### src/sv/sfp_pkg.sv
// ----------------------------------------------------------------------------
// sfp_pkg
// constants, types and the crc step shared by the servo frame parser
// ----------------------------------------------------------------------------
`timescale 1ns / 1ps

package sfp_pkg;

	typedef logic [7:0]  sfp_byte_t;
	typedef logic [15:0] sfp_word_t;

	localparam sfp_byte_t SYNC_BYTE    = 8'hA1;
	localparam sfp_word_t VALUE_OFFSET = 16'h0800;
	localparam sfp_word_t CRC_POLY     = 16'h1021;
	localparam int        CH_IDX_W     = 4;

	// crc-16 ccitt over one byte, msb first
	function automatic sfp_word_t crc_absorb(sfp_word_t crc, sfp_byte_t data);
		sfp_word_t c;
		c = crc ^ {data, 8'h00};
		for (int i = 0; i < 8; i++) begin
			if (c[15]) begin
				c = {c[14:0], 1'b0} ^ CRC_POLY;
			end else begin
				c = {c[14:0], 1'b0};
			end
		end
		return c;
	endfunction

endpackage

### src/sv/servo_frame_parser_crc16_core.sv
// ----------------------------------------------------------------------------
// servo_frame_parser_crc16_core
// Takes one received byte per input item and one byte per clock. Hunts for
// the sync byte, collects 2*NUM_CHANNELS channel bytes and a big-endian
// crc-16 ccitt, and on a good crc sends NUM_CHANNELS channel items, one per
// clock while the output is not stalled, the last one marked. A byte reaches
// the frame logic in the cycle after acceptance; a good frame's last crc
// byte passes the input register, word buffer and result register before
// the first item. Input is held off only when a frame's last crc byte waits
// while the previous frame's items are still being sent from the word
// buffer, so with an unstalled output the block takes one byte every cycle.
// ----------------------------------------------------------------------------
`timescale 1ns / 1ps

module servo_frame_parser_crc16_core import sfp_pkg::*; #(
	parameter int NUM_CHANNELS = 12
) (
	input  logic                clk,
	input  logic                arst_n,
	input  logic                in_valid,
	output logic                in_stall,
	input  logic [7:0]          rx_byte,
	input  logic                cfg_we,
	input  logic [15:0]         cfg_wdata,
	output logic                out_valid,
	input  logic                out_stall,
	output logic [3:0]          channel_index,
	output logic signed [15:0]  channel_value,
	output logic                last_channel
);

	logic      match;
	logic      emit_busy;
	sfp_byte_t bytes [2*NUM_CHANNELS];

	// byte intake and crc check
	sfp_frame #(
		.NUM_CHANNELS(NUM_CHANNELS)
	) u_frame (
		.clk       (clk),
		.arst_n    (arst_n),
		.in_valid  (in_valid),
		.in_stall  (in_stall),
		.rx_byte   (rx_byte),
		.cfg_we    (cfg_we),
		.cfg_wdata (cfg_wdata),
		.emit_busy (emit_busy),
		.match     (match),
		.bytes     (bytes)
	);

	// channel item output
	sfp_emit #(
		.NUM_CHANNELS(NUM_CHANNELS)
	) u_emit (
		.clk           (clk),
		.arst_n        (arst_n),
		.match         (match),
		.bytes         (bytes),
		.emit_busy     (emit_busy),
		.out_valid     (out_valid),
		.out_stall     (out_stall),
		.channel_index (channel_index),
		.channel_value (channel_value),
		.last_channel  (last_channel)
	);

endmodule

### src/sv/sfp_frame.sv
// ----------------------------------------------------------------------------
// sfp_frame
// input register, sync hunt, byte capture and running crc check
// ----------------------------------------------------------------------------
`timescale 1ns / 1ps

module sfp_frame import sfp_pkg::*; #(
	parameter int NUM_CHANNELS = 12
) (
	input  logic      clk,
	input  logic      arst_n,
	input  logic      in_valid,
	output logic      in_stall,
	input  sfp_byte_t rx_byte,
	input  logic      cfg_we,
	input  sfp_word_t cfg_wdata,
	input  logic      emit_busy,
	output logic      match,
	output sfp_byte_t bytes [2*NUM_CHANNELS]
);

	localparam int DATA_BYTES = 2 * NUM_CHANNELS;
	localparam int POS_W      = $clog2(DATA_BYTES + 3);
	localparam int BIDX_W     = (DATA_BYTES > 1) ? $clog2(DATA_BYTES) : 1;
	localparam logic [POS_W-1:0] POS_HUNT    = '0;
	localparam logic [POS_W-1:0] POS_FIRST   = POS_W'(1);
	localparam logic [POS_W-1:0] POS_DATA_HI = POS_W'(DATA_BYTES);
	localparam logic [POS_W-1:0] POS_CRC_HI  = POS_W'(DATA_BYTES + 1);
	localparam logic [POS_W-1:0] POS_CRC_LO  = POS_W'(DATA_BYTES + 2);

	logic              valid_s1;
	sfp_byte_t         byte_s1;
	logic              hold_s1;
	logic              take_s1;
	logic [POS_W-1:0]  pos_q;
	sfp_word_t         crc_q;
	sfp_word_t         crc_seed_q;
	sfp_byte_t         crc_hi_q;
	sfp_byte_t         bytes_q [DATA_BYTES];
	logic [BIDX_W-1:0] wr_idx;
	logic              in_data;

	// a completing frame waits while the previous one is still being sent
	assign hold_s1  = (pos_q == POS_CRC_LO) && emit_busy;
	assign in_stall = valid_s1 && hold_s1;
	assign take_s1  = valid_s1 && !hold_s1;
	assign in_data  = (pos_q != POS_HUNT) && (pos_q <= POS_DATA_HI);
	assign wr_idx   = BIDX_W'(pos_q - POS_FIRST);
	assign match    = take_s1 && (pos_q == POS_CRC_LO) && ({crc_hi_q, byte_s1} == crc_q);
	assign bytes    = bytes_q;

	// crc seed register
	always_ff @(posedge clk or negedge arst_n) begin
		if (!arst_n) begin
			crc_seed_q <= '0;
		end else if (cfg_we) begin
			crc_seed_q <= cfg_wdata;
		end
	end

	// input register
	always_ff @(posedge clk or negedge arst_n) begin
		if (!arst_n) begin
			valid_s1 <= 1'b0;
		end else if (!in_stall) begin
			valid_s1 <= in_valid;
		end
	end

	always_ff @(posedge clk) begin
		if (!in_stall && in_valid) begin
			byte_s1 <= rx_byte;
		end
	end

	// frame position and running crc
	always_ff @(posedge clk or negedge arst_n) begin
		if (!arst_n) begin
			pos_q <= POS_HUNT;
			crc_q <= '0;
		end else if (take_s1) begin
			if (pos_q == POS_HUNT) begin
				if (byte_s1 == SYNC_BYTE) begin
					pos_q <= POS_FIRST;
					crc_q <= crc_absorb(crc_seed_q, byte_s1);
				end
			end else if (in_data) begin
				pos_q <= pos_q + POS_FIRST;
				crc_q <= crc_absorb(crc_q, byte_s1);
			end else if (pos_q == POS_CRC_HI) begin
				pos_q <= pos_q + POS_FIRST;
			end else begin
				pos_q <= POS_HUNT;
			end
		end
	end

	// channel bytes and received crc high byte
	always_ff @(posedge clk) begin
		if (take_s1 && in_data) begin
			bytes_q[wr_idx] <= byte_s1;
		end
		if (take_s1 && (pos_q == POS_CRC_HI)) begin
			crc_hi_q <= byte_s1;
		end
	end

endmodule

### src/sv/sfp_emit.sv
// ----------------------------------------------------------------------------
// sfp_emit
// channel word buffer and result register, one channel per item
// ----------------------------------------------------------------------------
`timescale 1ns / 1ps

module sfp_emit import sfp_pkg::*; #(
	parameter int NUM_CHANNELS = 12
) (
	input  logic                      clk,
	input  logic                      arst_n,
	input  logic                      match,
	input  sfp_byte_t                 bytes [2*NUM_CHANNELS],
	output logic                      emit_busy,
	output logic                      out_valid,
	input  logic                      out_stall,
	output logic [CH_IDX_W-1:0]       channel_index,
	output logic signed [15:0]        channel_value,
	output logic                      last_channel
);

	localparam logic [CH_IDX_W-1:0] IDX_LAST = CH_IDX_W'(NUM_CHANNELS - 1);

	logic                active_q;
	logic [CH_IDX_W-1:0] idx_q;
	sfp_word_t           words_q [NUM_CHANNELS];
	logic                load_out;
	logic                out_valid_q;
	logic [CH_IDX_W-1:0] index_q;
	sfp_word_t           value_q;
	logic                last_q;

	assign load_out      = active_q && (!out_valid_q || !out_stall);
	assign emit_busy     = active_q;
	assign out_valid     = out_valid_q;
	assign channel_index = index_q;
	assign channel_value = $signed(value_q);
	assign last_channel  = last_q;

	// emission control
	always_ff @(posedge clk or negedge arst_n) begin
		if (!arst_n) begin
			active_q    <= 1'b0;
			idx_q       <= '0;
			out_valid_q <= 1'b0;
		end else begin
			if (match) begin
				active_q <= 1'b1;
				idx_q    <= '0;
			end else if (load_out) begin
				idx_q <= idx_q + CH_IDX_W'(1);
				if (idx_q == IDX_LAST) begin
					active_q <= 1'b0;
				end
			end
			if (load_out) begin
				out_valid_q <= 1'b1;
			end else if (!out_stall) begin
				out_valid_q <= 1'b0;
			end
		end
	end

	// word buffer: snapshot on a good frame, shift down per item sent
	always_ff @(posedge clk) begin
		if (match) begin
			for (int k = 0; k < NUM_CHANNELS; k++) begin
				words_q[k] <= {bytes[2*k], bytes[2*k+1]} - VALUE_OFFSET;
			end
		end else if (load_out) begin
			for (int k = 0; k < NUM_CHANNELS - 1; k++) begin
				words_q[k] <= words_q[k+1];
			end
		end
	end

	// result register
	always_ff @(posedge clk) begin
		if (load_out) begin
			index_q <= idx_q;
			value_q <= words_q[0];
			last_q  <= (idx_q == IDX_LAST);
		end
	end

endmodule

### config.mk
export PLATFORM = sky130hd
export DESIGN_NAME = servo_frame_parser_crc16_core
export DESIGN_NICKNAME = d
export VERILOG_FILES = /design/src/sv/sfp_pkg.sv /design/src/sv/servo_frame_parser_crc16_core.sv /design/src/sv/sfp_frame.sv /design/src/sv/sfp_emit.sv
export SDC_FILE = /design/constraint.sdc
export NUM_CORES = 1
export LEC_CHECK = 0
export BUFFER_PORTS_ARGS = -buffer_cell sky130_fd_sc_hd__buf_2
export CAP_MARGIN = 20
export CORE_MARGIN = 2
export CORE_UTILIZATION = 35
export DETAILED_ROUTE_END_ITERATION = 16
export MAX_ROUTING_LAYER = met4
export SLEW_MARGIN = 15
export SYNTH_ARGS = -nofsm -noshare
export SYNTH_HDL_FRONTEND = slang
export SYNTH_SLANG_ARGS = --single-unit
### constraint.sdc
create_clock -name clk -period 25.7 [get_ports clk]
set_input_delay 7.71 -clock clk [delete_from_list [all_inputs] [get_ports clk]]
set_output_delay 7.71 -clock clk [all_outputs]
set_load 0.03 [all_outputs]
Yosys cells after proc, flatten, opt, wreduce, memory -nomap -nowiden
Memory sizes are Yosys's and may differ from the RTL's. A register that Yosys moved wholly into a read port is not among the register bits. Index checks and enable logic that the tools add are counted. Widths: inputs -> output; s select.

Memories: 1. Logic and storage cells: 206. Output and inout port bits: 23. Input port bits: 29. Bits in registers: 257. Bits in writable memories: 192.

Memory list: u_emit.words_q (words 12, bits a word 16, rd ports 12, clocked after Yosys merged registers in 1, write ports 12, line sfp_emit.sv:26) `sfp_word_t words_q [NUM_CHANNELS];`.

Reduce and logical (&&, ||, !) cells: 24. Mux-type cells: 91. Bitwise operators: 30. Add/sub/neg operators: 15. Eq/ne operators: 7. $lt $le $gt $ge: 3.

Operators with widths (count): $mux 16 (56); $mux 13 (16); $bwmux 192 (1); $sub 16x12->16 const B (12); $not 3->3 (16); $demux 8 s5 (1); $xor 16x16->16 (2); $mux 5 (4); $eq 16x16->1 (1); $logic_and 1x1->1 (11); $or 1x1->1 (11); $eq 5x5->1 const B (2); $mux 1 (10); $eq 8x8->1 const B (1); $mux 4 (2); $mux 8 (1); $ge 6x6->1 const B (1); $lt 6x1->1 const B (1); $not 5->6 (1); $reduce_bool 2->1 (3); $add 5x1->5 const B (1); $le 5x5->1 const B (1); $logic_not 5->1 (1); $reduce_bool 5->1 (1); other kinds (9) (13).

Depth between registers and ports, before layout
Depth after elaboration: 40. Depth in mapped cells: 9. Depth with buffers taken out: 7.

Hierarchy
A second synthesis with hierarchy kept.

Cell total of the unflattened synthesis: 1106. Area, all modules: 18843.1 sq um.

Modules (own cells, without submodules): sfp_emit (area each 9686.8 sq um, seq. area each 6546.3 sq um, cells each 602, instances 1); sfp_frame (area each 9156.3 sq um, seq. area each 7196.9 sq um, cells each 504, instances 1).

Worst setup path before layout
Ideal clock, no wire load.

Path type: input to register. Start point: in out_stall. End point: mem u_emit.words_q[0][0] (netlist name) (enable). Cell stages on the path: 5. Arrival: 13.648 ns. Setup time: 2.406 ns. Data required time: 23.294 ns. Slack: 9.645 ns. Path buffers: 2. Cell sequence: nand2_1 nand2_1 clkbuf_1 clkbuf_1 o21ai_0.

RTL lines: start, declared (line servo_frame_parser_crc16_core.sv:26) `input logic out_stall,`; end, declared (line sfp_emit.sv:26).

Final worst setup path
Start point: reg u_frame.pos_q[0]. End point: out in_stall.

Word-level cells in the longest chain between the ends: 3.

Ends and longest elaborated chain: start, declared (line sfp_frame.sv:35) `logic [POS_W-1:0] pos_q;`; start signal, assigned (line sfp_frame.sv:88) `pos_q <= pos_q + POS_FIRST;`; start signal, assigned (line sfp_frame.sv:91) `pos_q <= pos_q + POS_FIRST;`; $eq 5x5->1 (line sfp_frame.sv:44) `assign hold_s1 = (pos_q == POS_CRC_LO) && emit_busy;`; $logic_and 1x1->1 (line sfp_frame.sv:44); $logic_and 1x1->1 (line sfp_frame.sv:45) `assign in_stall = valid_s1 && hold_s1;`; end, declared (line servo_frame_parser_crc16_core.sv:21) `output logic in_stall,`.

No other way between the ends.

==> flow_summary.json <==
{
  "ir_worst_vdd_v": 0.00006211,
  "place_inst": 2056,
  "skew_ns": 0.01855,
  "pwr-share-clk": 0.283,
  "cts.clk_slew.worst_paths_ns": 0.06,
  "r2r_end": "u_emit.words_q[5][7]",
  "p_comb_frac": 0.227,
  "reg2reg_setup_slack_ns": 22.24,
  "synth_cell_types": 52,
  "worstHoldEndpoint": "u_emit.words_q[11][5]",
  "dpl.hpwl_um": 18420,
  "synth_top_cell_by_area": "edfxtp_1",
  "cts_root_buffer": "clkbuf_16",
  "async_flop_share": 0.09462,
  "r2r_start": "u_frame.pos_q[0]",
  "synth-edff-count": 421,
  "antenna_found_initial": 0,
  "max_freq_ghz": 0.1002,
  "ant_nets": 0,
  "drive_gt1_frac": 0.1198,
  "grt_usage": 0.1238,
  "startpoint_type": "flop",
  "place_ws_ns": 15.17,
  "syn-num-nets": 1404,
  "post-cts-setup-buffers": 0,
  "yosysWarnings": 0,
  "p_sw_frac": 0.3049,
  "core_area_um2": 52550,
  "drt_iter0_markers": 721,
  "setup_violations": 0,
  "wire_per_inst_um": 15.08,
  "area_delta_synth_final_pct": 13.40,
  "rsz0062_at_grt": "false",
  "worst_pin_slew_ns": 0.9841,
  "via_per_inst": 4.636,
  "r2r_cells": 7,
  "worstHoldStart": "u_frame.bytes[5]",
  "power_leakage_nw": 7.741,
  "synth_seq_area_share": 0.7397,
  "cpPeakStageDelay_ns": 0.43,
  "final-hold-violation-count": 0,
  "drc": 0,
  "end_kind": "primary output",
  "drv_slew": 0,
  "num_io_pins": 52,
  "seqPwrFrac": 0.489,
  "die_y_um": 234.4,
  "fillers": 4910,
  "grt_max_degree": 158,
  "setup_tns_ns": 0,
  "final_nets": 1463,
  "cts_buffers": 46,
  "fin_hold_ws_ns": 0.4143,
  "power_density_nw_per_um2": 108.6,
  "n_antenna_cell": 0,
  "path_delay_family": "simple AND/OR/NAND/NOR gates",
  "die-area_um2": 54950,
  "cp_max_fo": 5,
  "overflow": 0,
  "vias": 9922,
  "path_class": "reg -> out",
  "cts_sinks": 465,
  "cts_max_level": 2,
  "gp_congestion": 0.7923,
  "yosys.area.top_type_share": 0.6804,
  "synth-seq-cells": 465,
  "multi_input_area_um2": 4487,
  "postSynthAreaPerCell_um2": 13.69,
  "cts-resized-gates": 0,
  "worstPathCellList": "inv_1 -> ha_1 -> and4b_1 -> and3_1 -> buf_2",
  "syn_area_um2": 18580,
  "ys_dominant_reg_cell": "edfxtp_1",
  "seqCellArea_um2": 13740,
  "dr.pass1.iters": 5,
  "fin_ws_ns": 15.72,
  "synth_cells": 1357,
  "fin_util": 0.4010,
  "clk_latency_ns": 0.56,
  "cts_hold_buf": 0,
  "cp.required_ns": 17.99,
  "portBuffers": 51,
  "cp_num_buf_inv": 2,
  "grt_pass1_wl_um": 52180,
  "p_sw_uw": 697.5,
  "outcome": "finished clean",
  "finalCriticalPeriod_ns": 9.976,
  "cts_tree": "built",
  "clockBufferDepth": 3,
  "worstHoldPathType": "reg -> reg",
  "critPathArrivalTime_ns": 2.27,
  "instances_no_fill": 2140,
  "yosys-top-cells-area": "edfxtp_1 68%, nand2_1 8.0%, dfrtp_1 5.9%",
  "min_path_cells": 0,
  "maxCapViolations": 0,
  "timing.slew.headroom": 0.3411,
  "period_share": 0.3882,
  "routed_wl_um": 32270,
  "internal-power_mw": 1.590,
  "slowest_stage": "dfrtp_1",
  "initial_core_util": 0.3536,
  "grt_pass1_vias": 10043,
  "fp.dieW_um": 234.4,
  "fp-row-count": 84
}
## power groups by stage
stage	clock network (mW)	registers (mW)	logic [mW]
floorplan	0	1.19	0.390
global placement	0	1.13	0.514
detailed placement	0	1.14	0.528
CTS	0.666	1.12	0.531
global route	0.696	1.14	0.592
finish	0.648	1.12	0.520
## worst reg2reg max path, cell delays in order (launching register included)
cell,delay [ns]
dfrtp_1,0.43
inv_1,0.13
ha_1,0.26
and4b_1,0.27
a21boi_4,0.26
nand3_1,0.26
o21ai_4,0.65
buf_12,0.66
## stage by stage
stage	power, mW	cell area [µm²]
finish	2.287	21070
global route	2.424	21070
global placement	1.646	19610
CTS	2.318	21070
detailed placement	1.664	19610
floorplan	1.580	18580
## state kept, by name (all words and copies together), names as in the netlist
name and count:
u_emit.idx_q 4, u_frame.bytes 192, u_frame.pos_q 5, u_emit.channel_value 16
u_frame.valid_s1 1, u_frame.crc_q 16, u_emit.channel_index 4, u_frame.crc_hi_q 8
u_emit.out_valid 1, u_frame.byte_s1 8, u_frame.crc_seed_q 16, u_emit.emit_busy 1
u_emit.last_channel 1, u_emit.words_q 192
## cell usage in the layout (no fill, tap or decap), types with 2 or more instances in the layout
cell,count
dfrtp_1,44
nand3_1,6
o31ai_1,2
xnor2_2,3
a32oi_1,3
buf_2,50
o21ai_0,32
inv_1,35
buf_4,15
a21oi_1,38
nor4_1,8
a211o_1,2
clkbuf_16,46
clkinv_2,9
or2_2,2
and3_1,2
or3_1,2
clkbuf_1,10
ha_1,18
xnor3_1,4
mux2_2,27
nor3_1,13
mux2i_1,6
clkbuf_8,6
xnor2_1,51
edfxtp_1,421
a31oi_1,3
nor2_1,90
o211ai_1,2
bufinv_16,2
xor2_1,50
nand2_1,396
inv_6,2
nand4_1,3
a31o_1,2
mux2_1,10
clkinv_1,7
nor2b_1,5
## kinds of logic (layout without fill, tap and decap cells)
kind of cell               after synthesis  count (layout)  synth area share
AOI/OAI and AO/OA                       94              94           0.03037
adders and majority gates               18              18           0.01212
muxes                                   43              43           0.02566
and+or+nand+nor                        538             538            0.1172
DFF                                    465             465            0.7397
xor gates and xnor gates               108             108           0.05508
buffers and inverters                   91             186           0.01987
## worst max path at each step
stage	cells after the start	slack (ns)	to	startpoint
floorplan	5	9.65	u_emit.words_q[0][0]	out_stall
global placement	8	15.19	u_emit.idx_q[3]	out_stall
detailed placement	8	15.17	u_emit.idx_q[3]	out_stall
CTS	5	15.70	in_stall	u_frame.pos_q[0]
global route	8	15.48	u_emit.idx_q[3]	out_stall
finish	5	15.72	in_stall	u_frame.pos_q[0]
## metal layers
| metal | vias to the layer above | GRT usage | wire, µm |
|---|---|---|---|
| met2 | 204 | 0.2011 | 15200 |
| met4 | 0 | 0.04206 | 888 |
| met5 | - | - | 0 |
| met1 | 4814 | 0.1562 | 14620 |
| li1 | 4835 | - | - |
| met3 | 69 | 0.02310 | 1558 |
## cell type report
cell class              count  share of cell area
well taps                 688             0.04086
clock buffers              62             0.06033
inverters                  36            0.006651
repair buffers             66             0.01817
clock inverters            22            0.008789
multi-input cells         801              0.2129
flip-flops and latches    465              0.6523
## Yosys cell counts (3+ instances only)
cell      instances
a32oi_1           3
xnor3_1           4
xnor2_1          51
inv_1            36
ha_1             18
a31oi_1           3
a21oi_1          38
o21ai_0          33
nor4_1            8
buf_2            10
xor2_1           50
mux2_2           27
nand2_1         397
nor2b_1           5
nor3_1           13
dfrtp_1          44
mux2i_1           6
mux2_1           10
xnor2_2           3
buf_1             5
nand3_1           6
clkbuf_1         38
edfxtp_1        421
nand4_1           3
nor2_1           90
Power figures use the tool's default switching activity.
